`config.mk`:
```
export PLATFORM = sky130hd
export DESIGN_NAME = sactl_way_select
export DESIGN_NICKNAME = d
export VERILOG_FILES = /design/src/rtl/sactl_pkg.sv /design/src/rtl/sactl_way_select.sv
export SDC_FILE = /design/constraint.sdc
export NUM_CORES = 1
export LEC_CHECK = 0
export BUFFER_PORTS_ARGS = -buffer_cell sky130_fd_sc_hd__buf_2
export CORE_MARGIN = 3
export CORE_UTILIZATION = 54
export DETAILED_ROUTE_END_ITERATION = 8
export PLACE_DENSITY = 0.86
export SLEW_MARGIN = 20
export SYNTH_ARGS = -nofsm -noshare
export SYNTH_HDL_FRONTEND = slang
export SYNTH_SLANG_ARGS = --single-unit
```
`constraint.sdc`:
```
create_clock -name vclk -period 2.7
set_clock_uncertainty 0.15 [all_clocks]
set_input_delay 0 -clock vclk [all_inputs]
set_output_delay 0 -clock vclk [all_outputs]
set_load 0.005 [all_outputs]
```
`src/rtl/sactl_pkg.sv`:
```
`default_nettype none

package sactl_pkg;

    // one memory row holds this many lines, enough for the widest set
    localparam int ROW_W = 8;
    localparam int LANE_W = 3;

    // set index field and its largest usable width
    localparam int SET_W = 9;
    localparam logic [3:0] MAX_SET_BITS = 4'd9;

    // victim lfsr seed
    localparam logic [15:0] LFSR_SEED = 16'hACE1;

    // configuration register indexes
    localparam logic [1:0] CFG_OFFSET_BITS = 2'd0;
    localparam logic [1:0] CFG_SET_BITS = 2'd1;
    localparam logic [1:0] CFG_WAY_BITS = 2'd2;

    // configuration reset values
    localparam logic [3:0] OFFSET_BITS_RST = 4'd6;
    localparam logic [3:0] SET_BITS_RST = 4'd9;
    localparam logic [1:0] WAY_BITS_RST = 2'd0;

    // outcome of one lookup
    typedef struct packed {
        logic              hit;
        logic              fill_random;
        logic [LANE_W-1:0] way;
        logic [LANE_W-1:0] lane;
    } dec_t;

    // fibonacci lfsr, taps 16 14 13 11, shifting right
    function automatic logic [15:0] lfsr_next(input logic [15:0] v);
        logic b;
        b = v[0] ^ v[2] ^ v[3] ^ v[5];
        return {b, v[15:1]};
    endfunction

endpackage

`default_nettype wire

```
`src/rtl/sactl_way_select.sv`:
```
`default_nettype none

module sactl_way_select
    import sactl_pkg::*;
#(
    parameter int TAG_W = 32
) (
    input  wire logic [ROW_W-1:0][TAG_W-1:0] row_tags,
    input  wire logic [ROW_W-1:0]            row_valid,
    input  wire logic [TAG_W-1:0]            tag,
    input  wire logic [1:0]                  wb,
    input  wire logic [LANE_W-1:0]           base,
    input  wire logic [LANE_W-1:0]           victim_bits,
    output dec_t                             dec
);

    logic [LANE_W-1:0] ways_mask;
    logic [ROW_W-1:0]  hit_vec;
    logic [ROW_W-1:0]  empty_vec;
    logic [LANE_W-1:0] hit_way;
    logic [LANE_W-1:0] empty_way;
    logic [LANE_W-1:0] lane;
    logic [LANE_W-1:0] way_sel;

    assign ways_mask = LANE_W'((4'd1 << wb) - 4'd1);

    // compare the ways in use, lanes base..base+ways-1 of the row
    always_comb
    begin
        for (int w = 0; w < ROW_W; w++)
        begin
            lane = base | LANE_W'(w);
            if ((LANE_W'(w) & ~ways_mask) == '0)
            begin
                hit_vec[w]   = row_valid[lane] && (row_tags[lane] == tag);
                empty_vec[w] = !row_valid[lane];
            end
            else
            begin
                hit_vec[w]   = 1'b0;
                empty_vec[w] = 1'b0;
            end
        end
    end

    // lowest matching way and lowest empty way
    always_comb
    begin
        hit_way   = '0;
        empty_way = '0;
        for (int w = ROW_W - 1; w >= 0; w--)
        begin
            if (hit_vec[w])
            begin
                hit_way = LANE_W'(w);
            end
            if (empty_vec[w])
            begin
                empty_way = LANE_W'(w);
            end
        end
    end

    // hit, else fill an empty way, else the random victim
    always_comb
    begin
        if (|hit_vec)
        begin
            way_sel = hit_way;
        end
        else if (|empty_vec)
        begin
            way_sel = empty_way;
        end
        else
        begin
            way_sel = victim_bits & ways_mask;
        end
        dec.hit         = |hit_vec;
        dec.fill_random = !(|hit_vec) && !(|empty_vec);
        dec.way         = way_sel;
        dec.lane        = base | way_sel;
    end

endmodule

`default_nettype wire

```
==> flow_metrics.tcl, run 1 <==
set metrics [dict create \
    run_status "did not finish" \
    placed_cell_area_sq_um 12500 \
    start_util 0.552 \
    yosys.area.top_type "mux2i_1" \
    globalplace.congestion 1.11 \
    grt_max_degree 16 \
    cts_hold_buf 0 \
    die_h_um 134 \
    numPortBuffers 312 \
    grt_usage 0.766 \
    endpoint_type "top-level output" \
    synthCells 994 \
    dp_hpwl_mm 41.9 \
    postGrtWorstEndpoint "dec[0]" \
    synth_area_sq_um 8810 \
    synthesis.nets 1299 \
    stop_stage "5_1_grt" \
    synthTopCellsByArea "mux2i_1 25%, xnor2_1 23%, mux4_2 17%" \
    synth_top_cell_area_share 0.245 \
    synth-seq-area-share 0 \
    overflow 39 \
    ys_warn_count 0 \
    row_count 46 \
    stop_error "[ERROR GRT-0232] Routing congestion too high. Check the congestion heatmap in the GUI." \
    syn_area_per_cell_sq_um 8.86 \
    die_w_um 134 \
    pin_count 312 \
    yosys.cell_types.count 70 \
]
per-stage QoR:
| stage | TNS [ns] | hold slack (ns) | instances | worst slack, ns |
|---|---|---|---|---|
| floorplan | 0 | 0.162 | 994 | 0.361 |
| global placement | -2.80 | 0.428 | 1744 | -0.511 |
| detailed placement | -3.11 | 0.451 | 1744 | -0.523 |
| CTS | -0.452 | 0.452 | 1764 | -0.141 |
synth_stat cells, drive strengths merged, types with 4 or more instances:
library cell  number
xnor2            227
mux2i            218
mux4              69
buf               57
nand4             51
nor4              50
nor2              33
nand2             28
clkbuf            27
nand3             21
a21oi             16
nor3              16
o21ai             15
xor2              13
o22ai             12
inv               11
a22oi             10
mux2               9
or3                8
nand2b             7
o211ai             7
or4                7
a2111oi            6
a31oi              6
and2               6
a211o              5
nor2b              5
nor4b              5
a211oi             4
and4               4
o2bb2ai            4
layer usage:
layer | track usage | GRT overflow
met3 | 0.623 | 0
met5 | 0.275 | 0
met1 | 0.743 | 1
met2 | 0.937 | 15
met4 | 0.793 | 23
repair_timing:
item | CTS
gates resized for setup | 132
pin swaps | 32
hold endpoints to repair | 0
buffers inserted | 16
gates cloned | 5
endpoints found under the setup margin | 8
logic make-up after synthesis:
kind of cell / share of synthesized area
simple gates: 0.168
fa+ha+maj: 0.00142
compound gates: 0.0860
xor+xnor: 0.239
mux: 0.438
buf+inv: 0.0679
==> run 2, diff against run 1 <==
--- a/config.mk
+++ b/config.mk
@@ -7,9 +7,9 @@
 export LEC_CHECK = 0
 export BUFFER_PORTS_ARGS = -buffer_cell sky130_fd_sc_hd__buf_2
 export CORE_MARGIN = 3
-export CORE_UTILIZATION = 54
+export CORE_UTILIZATION = 40
 export DETAILED_ROUTE_END_ITERATION = 8
-export PLACE_DENSITY = 0.86
+export PLACE_DENSITY_LB_ADDON = 0.15
 export SLEW_MARGIN = 20
 export SYNTH_ARGS = -nofsm -noshare
 export SYNTH_HDL_FRONTEND = slang
==> flow_metrics.tcl, run 2 <==
set metrics [dict create \
    path_max_fanout 6 \
    grt_antenna_before_repair 0 \
    synthesis.nets 1299 \
    finalHoldViolations 0 \
    seq_cells 0 \
    synth_top_cell_area_share 0.245 \
    yosys.cell_types.count 70 \
    rsz0062_at_grt "true" \
    synth-seq-area-share 0 \
    mostFrequentLayoutCell "buf_2" \
    start_util 0.412 \
    syn_to_final_growth_pct 58.5 \
    fmax_ghz 0.350 \
    synthTopCellsByArea "mux2i_1 25%, xnor2_1 23%, mux4_2 17%" \
    synth_area_sq_um 8810 \
    drt_iter0_drc 932 \
    setup_violations 8 \
    hp-class "in -> out" \
    final_cell_mix "308 x buf_2, 267 x buf_4, 193 x xnor2_1" \
    worstPathRequired_ns 2.55 \
    routedWlPerCell_um 27.4 \
    row_count 53 \
    grt_pass1_wl_mm 68.8 \
    die_h_um 154 \
    worstMarginPinSlew_ns 0.908 \
    vdd_drop_max_uv 116 \
    violations "setup timing" \
    overflow 0 \
    pwr_density_cell_nw_per_um2 231 \
    grt_usage 0.383 \
    grt_pass1_vias 10800 \
    cp-start-kind "input pin" \
    seqCellArea_sq_um 0 \
    drc_errors 0 \
    arrival_ns 2.71 \
    num_vias 11100 \
    end_kind "output port" \
    slew_headroom 0.390 \
    slew_violations 0 \
    yosys.area.top_type "mux2i_1" \
    ys_warn_count 0 \
    leakage_nw 5.99 \
    yosysMostFrequentCell "xnor2_1" \
    nets 1835 \
    die_area_sq_um 23800 \
    numPortBuffers 312 \
    viasPerCell 6.16 \
    setup_slack_ns -0.160 \
    antenna_cells 0 \
    period_share 1.06 \
    run_status "complete, but fails checks" \
    hold_start "base[2]" \
    nFillCells 1815 \
    routed_wl_mm 49.5 \
    nClkBuffers 0 \
    core_sq_um 21400 \
    cts_hold_buf 0 \
    die_w_um 154 \
    fin_crit_ns 2.86 \
    pin_count 312 \
    whs_path_depth 4 \
    grt_max_degree 17 \
    drv_cap 0 \
    syn_area_per_cell_sq_um 8.86 \
    synthCells 994 \
    globalplace.congestion 1.07 \
    fin_util 0.654 \
    dr.pass1.iters 5 \
    synth_common_cells "227 x xnor2_1, 216 x mux2i_1, 66 x mux4_2, 51 x nand4_1, 48 x nor4_1" \
    hold_end "dec[2]" \
    drive_gt1_frac 0.553 \
    power_mw 3.23 \
    critPathKind "in -> out" \
    dp_hpwl_mm 41.6 \
    ant_nets 0 \
]
[run 2: cell counts after synthesis]
Identical to the previous run, type by type.
[run 2: worst max-delay path by stage]
| stage | startpoint | to | depth (start not counted) |
|---|---|---|---|
| after floorplan | base[0] | dec[3] | 10 |
| final | base[0] | dec[1] | 13 |
| after CTS | base[2] | dec[0] | 12 |
| after detailed placement | base[0] | dec[1] | 12 |
| after global placement | base[0] | dec[1] | 12 |
| after global routing | base[0] | dec[0] | 10 |
[run 2: report_power, final]
part | total, mW | switching, mW | internal [mW]
clock network | 0 | 0 | 0
logic | 3.23 | 1.71 | 1.52
registers | 0 | 0 | 0
[run 2: critical path: stages]
cell	delay (ns)
buf_16	0.12
mux4_2	0.55
xnor2_2	0.19
buf_4	0.15
buf_6	0.10
buf_6	0.08
o21ai_2	0.07
or3_4	0.35
a2111oi_4	0.42
a21oi_1	0.12
a21bo_2	0.22
a31o_1	0.20
buf_2	0.14
[run 2: layer usage]
metal / GRT usage / part of all wire / up-vias
li1: - / - / 4934
met1: 0.493 / 0.40 / 5428
met2: 0.597 / 0.44 / 622
met3: 0.115 / 0.096 / 131
met4: 0.161 / 0.058 / 0
met5: 0 / 0 / -
[run 2: cells by family after synthesis]
logic type               Yosys count  synth area share
multiplexers                     296             0.438
AND/OR/NAND/NOR                  256             0.168
XOR/XNOR                         240             0.239
AO/OA/AOI/OAI                    106            0.0860
buffers and inverters             95            0.0679
adder cells (fa/ha/maj)            1           0.00142
[run 2: stage by stage]
step / hold slack, ns / worst slack (ns) / TNS, ns / cell area [sq um] / instances
after floorplan: 0.162 / 0.361 / 0 / 8810 / 994
after detailed placement: 0.434 / -0.591 / -4.54 / 12300 / 1767
after CTS: 0.351 / -0.161 / -0.714 / 13000 / 1793
after global placement: 0.453 / -0.556 / -4.20 / 12300 / 1767
after global routing: 0.385 / -0.229 / -0.876 / 14000 / 1803
final: 0.382 / -0.160 / -0.661 / 14000 / 1803
[run 2: repair_timing]
item | in CTS | in global routing
endpoints found under the hold margin | 0 | 0
gates cloned | 3 | 2
resized for setup | 75 | 163
pin swaps | 13 | 44
endpoints found under the setup margin | 8 | 8
setup buffers | 23 | 13
[run 2: layout make-up]
type	instances	area [sq um]	share of cell area
multi-input cells	899	9290	0.665
repair buffers	618	4280	0.307
well taps	275	344	0.0246
inverters	11	43.8	0.00314
(Power assumes the default switching activity.)
