### src/rtl/sactl_pkg.sv
`default_nettype none

package sactl_pkg;

    // one memory row holds this many lines, enough for the widest set
    localparam int ROW_W = 8;
    localparam int LANE_W = 3;

    // set index field and its largest usable width
    localparam int SET_W = 9;
    localparam logic [3:0] MAX_SET_BITS = 4'd9;

    // victim lfsr seed
    localparam logic [15:0] LFSR_SEED = 16'hACE1;

    // configuration register indexes
    localparam logic [1:0] CFG_OFFSET_BITS = 2'd0;
    localparam logic [1:0] CFG_SET_BITS = 2'd1;
    localparam logic [1:0] CFG_WAY_BITS = 2'd2;

    // configuration reset values
    localparam logic [3:0] OFFSET_BITS_RST = 4'd6;
    localparam logic [3:0] SET_BITS_RST = 4'd9;
    localparam logic [1:0] WAY_BITS_RST = 2'd0;

    // outcome of one lookup
    typedef struct packed {
        logic              hit;
        logic              fill_random;
        logic [LANE_W-1:0] way;
        logic [LANE_W-1:0] lane;
    } dec_t;

    // fibonacci lfsr, taps 16 14 13 11, shifting right
    function automatic logic [15:0] lfsr_next(input logic [15:0] v);
        logic b;
        b = v[0] ^ v[2] ^ v[3] ^ v[5];
        return {b, v[15:1]};
    endfunction

endpackage

`default_nettype wire

### src/rtl/sactl_stats.sv
`default_nettype none

module sactl_stats
    import sactl_pkg::*;
(
    input  wire logic              clk,
    input  wire logic              rst_n,
    input  wire logic              step,
    input  wire dec_t              dec,
    output logic [LANE_W-1:0]      victim_bits,
    output logic [31:0]            hit_total,
    output logic [31:0]            miss_total
);

    logic [15:0] lfsr_reg;
    logic [15:0] lfsr_next_val;
    logic [31:0] hit_cnt_reg;
    logic [31:0] hit_cnt_next;
    logic [31:0] miss_cnt_reg;
    logic [31:0] miss_cnt_next;

    // saturating counters, lfsr moves only on a random fill
    always_comb
    begin
        hit_cnt_next  = hit_cnt_reg;
        miss_cnt_next = miss_cnt_reg;
        lfsr_next_val = lfsr_reg;
        if (step)
        begin
            if (dec.hit)
            begin
                if (hit_cnt_reg != '1)
                begin
                    hit_cnt_next = hit_cnt_reg + 32'd1;
                end
            end
            else
            begin
                if (miss_cnt_reg != '1)
                begin
                    miss_cnt_next = miss_cnt_reg + 32'd1;
                end
                if (dec.fill_random)
                begin
                    lfsr_next_val = lfsr_next(lfsr_reg);
                end
            end
        end
    end

    always_ff @(posedge clk or negedge rst_n)
    begin
        if (!rst_n)
        begin
            lfsr_reg     <= LFSR_SEED;
            hit_cnt_reg  <= '0;
            miss_cnt_reg <= '0;
        end
        else
        begin
            lfsr_reg     <= lfsr_next_val;
            hit_cnt_reg  <= hit_cnt_next;
            miss_cnt_reg <= miss_cnt_next;
        end
    end

    assign victim_bits = lfsr_reg[LANE_W-1:0];
    assign hit_total   = hit_cnt_reg;
    assign miss_total  = miss_cnt_reg;

endmodule

`default_nettype wire

### config.mk
export PLATFORM = sky130hd
export DESIGN_NAME = sactl_stats
export DESIGN_NICKNAME = d
export VERILOG_FILES = /design/src/rtl/sactl_pkg.sv /design/src/rtl/sactl_stats.sv
export SDC_FILE = /design/constraint.sdc
export NUM_CORES = 1
export LEC_CHECK = 0
export ABC_AREA = 1
export BUFFER_PORTS_ARGS = -buffer_cell sky130_fd_sc_hd__buf_4
export CAP_MARGIN = 5
export CORE_UTILIZATION = 45
export DETAILED_ROUTE_END_ITERATION = 16
export GPL_TIMING_DRIVEN = 0
export PLACE_DENSITY = 0.63
export SLEW_MARGIN = 20
export SYNTH_ARGS = -nofsm -noshare
export SYNTH_HDL_FRONTEND = slang
export SYNTH_SLANG_ARGS = --single-unit
### constraint.sdc
create_clock -name clk -period 1.9 [get_ports clk]
set_input_delay 0.285 -clock clk [delete_from_list [all_inputs] [get_ports clk]]
set_output_delay 0.285 -clock clk [all_outputs]
set_load 0.01 [all_outputs]
==> metrics, run 1 <==
total gr overflow=0; final worst slack=about 0.15 ns; IO buf count=71; WP data required=2.21 ns; Final nets=roughly 860; Critical Path Source Type=register; CTS tree=yes; Wirelength per Cell=around 13 um; DRT antenna net count=0; Final Wtd Congestion=between 0.9 and 1; Net Count, Synth=770; synth unique cells=30; Primary FF master, synth=dfrtp_1; Residual DRC=0; Pre-antenna DRT Iters=5; clock-pin slew on the worst setup and hold paths=~0.09 ns; type of the tightest min-delay check=in -> async; Final Skew=0.00854 ns; Ant. Diodes=0; Tcrit/Tclk final=0.921; hold_buf cts=0; share of layout cells above drive strength 1=0.181; Post-synth EDFFs=0; fin crit period=approximately 1.7 ns; full die area=approximately 12000 sq um; Synth top cells by count=nand2_1 (336), nor2_1 (106), dfrtp_1 (72), inv_1 (69), nand3_1 (39); Cells after Synth=757; worst path arrival time=about 2.1 ns; total wire length=~13 mm; WS Path Type=reg -> reg; via count=slightly below 5000; Seq/Total Area, Yosys=0.398; TritonCTS Sinks=80; htree depth=3; Post-Syn Area per Cell=roughly 6.7 sq um; Setup WS pre-CTS=-0.142 ns; pin count of the biggest net entering global routing=around 80; Hold Fails Final Rpt=64; vias in the first global route=between 4000 and 5000; f_max=between 500 and 600 MHz; Critical Path Fanout Max=10; Synth area leaders=dfrtp_1 (36%), nand2_1 (25%), nor2_1 (7.9%); Core ar.=approximately 11000 sq um; area leader, netlist=dfrtp_1; max_cap viols=0; first-pass GRT wire length=about 22 mm; PwrDens=approximately 670 nW/um^2; num rows=38; Worst Setup End Kind=register; flops & latches, synth=80; total track usage=0.242; status=complete, but fails checks; Post-synth ARST share=1.00; Yosys top cell area share=0.356; CTS max path bufs=2; DIE HEIGHT=around 110 um; root buf cell=clkbuf_8; Worst Tran Pin Value=about 0.75 ns; hold_ws=-0.0528 ns; RSZ-0062 raised after global routing=false; slew margin rel.=0.499; Starting Density=0.465; Num CTS Buffers=9; Die Wd=108 um; I/O Pins=a little under 80; Area Overhead vs Synth=19.8%; antenna violations before repair=0; VDD IR max=between 0.5 and 0.6 mV; DPL Wire Length=between 9 and 10 mm; Via density=approximately 5; Lkg Pwr=between 2 and 3 nW; failing checks=hold timing; Syn. warnings=0; Setup Viol. Count Final=0; starting DRC count in detailed routing=285; worst skew pair latency=around 0.38 ns; Final Slew Violations=0; post-layout power=just over 4 mW; count leader, synth=nand2_1; synthesized area=around 5100 sq um
-- cell families (layout without fill, tap and decap cells) --
family / Yosys count / count (layout) / share of synthesized area
flops: 80 / 80 / 0.398
buf+inv: 84 / 179 / 0.0764
simple gates: 546 / 546 / 0.461
fa+ha+maj: 2 / 2 / 0.00494
xor+xnor: 21 / 21 / 0.0363
compound gates: 24 / 24 / 0.0237
-- through the flow --
stage | setup TNS [ns] | util | hold WS [ns] | cell area [sq um] | instances
finish | 0 | 0.557 | -0.0528 | 6060 | 992
global route | 0 | 0.557 | 0.0152 | 6060 | 992
CTS | 0 | 0.550 | 0.133 | 5990 | 986
detailed placement | -3.42 | 0.530 | 0.474 | 5770 | 968
global placement | -3.51 | 0.530 | 0.467 | 5770 | 968
floorplan | 0 | - | -0.0106 | 5060 | 757
-- cell type report --
| type | count | area, sq um |
|---|---|---|
| flip-flops and latches | 80 | 2020 |
| clock inverters | 5 | 56.3 |
| multi-input cells | 593 | 2690 |
| clock buffers | 10 | 128 |
| plain buffers | 13 | 120 |
| well taps | 140 | 175 |
| fillers | 1076 | 4830 |
| inverters | 71 | 267 |
| repair buffers | 80 | 604 |
-- cells in the final DEF (no fill, tap or decap), drive strengths merged, types with 2 or more instances in the layout --
cell,n
nand3b,15
clkbuf,11
nand4,15
clkinv,2
o21ai,23
buf,92
dfstp,8
dfrtp,72
nor3,5
nand3,41
nor2,114
xnor2,15
nand2,351
xor2,6
and2,4
inv,72
ha,2
-- repair_timing --
item,4_1_cts,5_1_grt
buffers inserted,3,6
setup endpoints to repair,38,35
pin swaps,0,3
resized for setup,4,9
gates cloned,0,0
-- path summary, 6_finish.rpt --
kind                                               to                       from  cells past startpoint  slack, ns
max                          hit_total[7]$_DFFE_PN0P_  hit_total[12]$_DFFE_PN0P_                      9       0.15
max in group asynchronous  miss_total[15]$_DFFE_PN0P_                      rst_n                      1       1.40
min reg2reg                  lfsr_reg[12]$_DFFE_PN0P_   lfsr_reg[12]$_DFFE_PN0P_                      2       0.49
min                         hit_total[17]$_DFFE_PN0P_                      rst_n                      1      -0.05
min in group clk              lfsr_reg[6]$_DFFE_PN1P_                     dec[6]                      4       0.33
max reg2reg                  hit_total[7]$_DFFE_PN0P_  hit_total[12]$_DFFE_PN0P_                      9       0.15
-- routing by layer --
metal / GRT usage / up-vias / part of all wire
met3: 0.0368 / 24 / 0.045
met2: 0.370 / 120 / 0.44
li1: - / 2512 / -
met5: 0 / - / 0
met4: 0.0988 / 0 / 0.020
met1: 0.340 / 2318 / 0.49
-- critical path: stages, from the launching register on --
cell	delay, ns
dfrtp_1	0.45
nand2_1	0.12
nor2_1	0.25
nand2_2	0.17
nor2_8	0.14
nand3_4	0.14
nand2_4	0.14
buf_12	0.14
nand2_1	0.05
nand2_1	0.07
-- report_power, final --
| group | internal [mW] | total [mW] | switching (mW) |
|---|---|---|---|
| Sequential | 1.90 | 2.07 | 0.169 |
| Clock | 0.601 | 1.27 | 0.669 |
| Combinational | 0.339 | 0.712 | 0.373 |
Note: power is estimated with default switching activity, not from simulation.
==> run 2, diff against run 1 <==
Settings changed: PLACE_DENSITY 0.63 to 0.66.
==> run 2 against run 1 <==
Against the previous run:
- worst hold slack worse by 0.017 ns
- total power up 5.5%
- clock-buffer cell count unchanged
- the flow still finishes with violations (hold timing)
- via count up 0.44%
- sequential power about the same
- non-clock buffer count up 2
==> metrics, run 2 (synthesis results as in run 1) <==
full die area=11700 sq um; pin count of the biggest net entering global routing=81; failing checks=hold timing; VDD IR max=0.597 mV; Final Skew=0.00994 ns; Buf+Inv Stages, Crit Path=2; Die Wd=roughly 110 um; top cell family by delay on the critical path=simple AND/OR/NAND/NOR gates; via count=around 5000; commonest cells after routing, fill and taps aside=nand2_1 (336), nor2_1 (103), buf_4 (84); flip-flop and latch area=between 2000 and 2500 sq um; CTS max path bufs=2; Residual DRC=0; DIE HEIGHT=108 um; root buf cell=clkbuf_8; IO buf count=71; vias in the first global route=4635; WP data required=around 2.2 ns; multi-input logic area=roughly 2700 sq um; DRT antenna net count=0; PwrDens=about 700 nW/um^2; cell mode on critical path=nand2_1; slew margin rel.=0.508; sequential share of power=0.483; share of layout cells above drive strength 1=0.186; final worst slack=~0.11 ns; final non-filler cell total=approximately 1000; Reg2Reg Setup Slack=around 0.11 ns; Tcrit/Tclk final=0.940; hold_ws=-0.0693 ns; met3 Use GR=0.0319; Final Wtd Congestion=just over 0.9; Post-DP Area=roughly 5800 sq um; Setup WS pre-CTS=-0.134 ns; Worst Setup End Kind=register; combinational share of power=0.175; capturing point of the worst reg2reg path=miss_total[14]$_DFFE_PN0P_; total track usage=0.241; first-pass GRT wire length=22.1 mm; TritonCTS Sinks=80; CP Cell Sequence=ha_2 -> nand2_1 -> nor2_4 -> nand2_2 -> nor2_4 -> nand2_4 -> nand2_4 -> buf_6 -> buf_6 -> nand2_1 -> nand2_1; Pre-antenna DRT Iters=5; Critical Path Fanout Max=10; total gr overflow=0; most common cell after layout, fill and taps aside=nand2_1; Int Power=about 3.0 mW; Setup Viol. Count Final=0; starting DRC count in detailed routing=271; Filler Cell Count=1090; Hold Fails Final Rpt=65; Final Slew Violations=0; Critical Path Source Type=register; Post-Place Cells=968; r2r startpoint=miss_total[1]$_DFFE_PN0P_; Core ar.=~11000 sq um; fin crit period=1.79 ns; met1 GRT Util=0.328; total wire length=13.1 mm; CTS tree=yes; hold_buf cts=0; slowest stage delay, CP=~0.4 ns; switching pwr=1.23 mW; worst path arrival time=2.09 ns; Clock power frac=0.342; Via density=between 5 and 6; GR peak layer=met2; num rows=38; post-layout power=4.28 mW; WS Path Type=reg -> reg; Worst Tran Pin Value=approximately 0.74 ns; htree depth=3; met2 usage in global routing=0.384; max_cap viols=0; Starting Density=0.465; sw frac=0.288; setup TNS=0 ns; Reg2Reg Depth=11; type of the tightest min-delay check=in -> async; end-of-flow core utilization=0.562; I/O Pins=between 70 and 80; status=complete, but fails checks; antenna violations before repair=0; Slowest-stage cell, CP=dfrtp_1; clock-pin slew on the worst setup and hold paths=0.09 ns; Final Cell Area=about 6000 sq um; worst skew pair latency=about 0.37 ns; Final nets=~860; f_max=560 MHz; Num CTS Buffers=9; Area Overhead vs Synth=21.0%; DPL Wire Length=between 9 and 10 mm; Wirelength per Cell=13.2 um; Lkg Pwr=between 2 and 3 nW; Ant. Diodes=0
==> run 2: cell count changes in the layout (fill, tap and decap cells not counted), sizes merged <==
cell	before	now
bufinv	1	2
clkinv	2	1
buf	92	94
clkinvlp	1	2
==> run 2: final cells by class <==
class | instances | area share
Tap cell | 140 | 0.0286
Timing Repair Buffer | 82 | 0.101
Buffer | 13 | 0.0196
Multi-Input combinational cell | 593 | 0.440
Clock buffer | 10 | 0.0225
Clock inverter | 6 | 0.0149
Sequential cell | 80 | 0.330
Inverter | 71 | 0.0435
==> run 2: what timing repair did <==
item | in CTS | in global routing
buffers inserted | 1 | 10
endpoints found under the setup margin | 40 | 46
pin swaps | 0 | 2
gates resized for setup | 5 | 9
==> run 2: worst max path at each step <==
stage,from,to,cells after the start
floorplan,hit_total[0]$_DFFE_PN0P_,hit_total[6]$_DFFE_PN0P_,10
global placement,hit_total[0]$_DFFE_PN0P_,hit_total[29]$_DFFE_PN0P_,9
detailed placement,hit_total[0]$_DFFE_PN0P_,hit_total[17]$_DFFE_PN0P_,9
CTS,miss_total[0]$_DFFE_PN0P_,miss_total[29]$_DFFE_PN0P_,11
global route,miss_total[1]$_DFFE_PN0P_,miss_total[29]$_DFFE_PN0P_,11
finish,miss_total[1]$_DFFE_PN0P_,miss_total[14]$_DFFE_PN0P_,11
==> run 2: power by group through the flow <==
stage,Clock [mW],Sequential (mW),Combinational (mW)
4_1_cts,1.50,2.08,0.679
6_report,1.46,2.07,0.746
2_1_floorplan,0,2.11,0.365
3_5_place_dp,0,2.11,0.659
3_3_place_gp,0,2.11,0.633
5_1_grt,1.57,2.09,0.834
==> run 2: worst register-to-register path, stage by stage (launching register included) <==
cell and delay [ns]:
dfrtp_1 0.40, ha_2 0.22, nand2_1 0.10, nor2_4 0.14, nand2_2 0.10, nor2_4 0.14
nand2_4 0.12, nand2_4 0.09, buf_6 0.14, buf_6 0.15, nand2_1 0.06, nand2_1 0.07
==> run 2: metal layers <==
layer,routed length (um),vias up
met3,692,20
li1,-,2517
met5,0,-
met4,187,0
met1,6070,2322
met2,6190,137
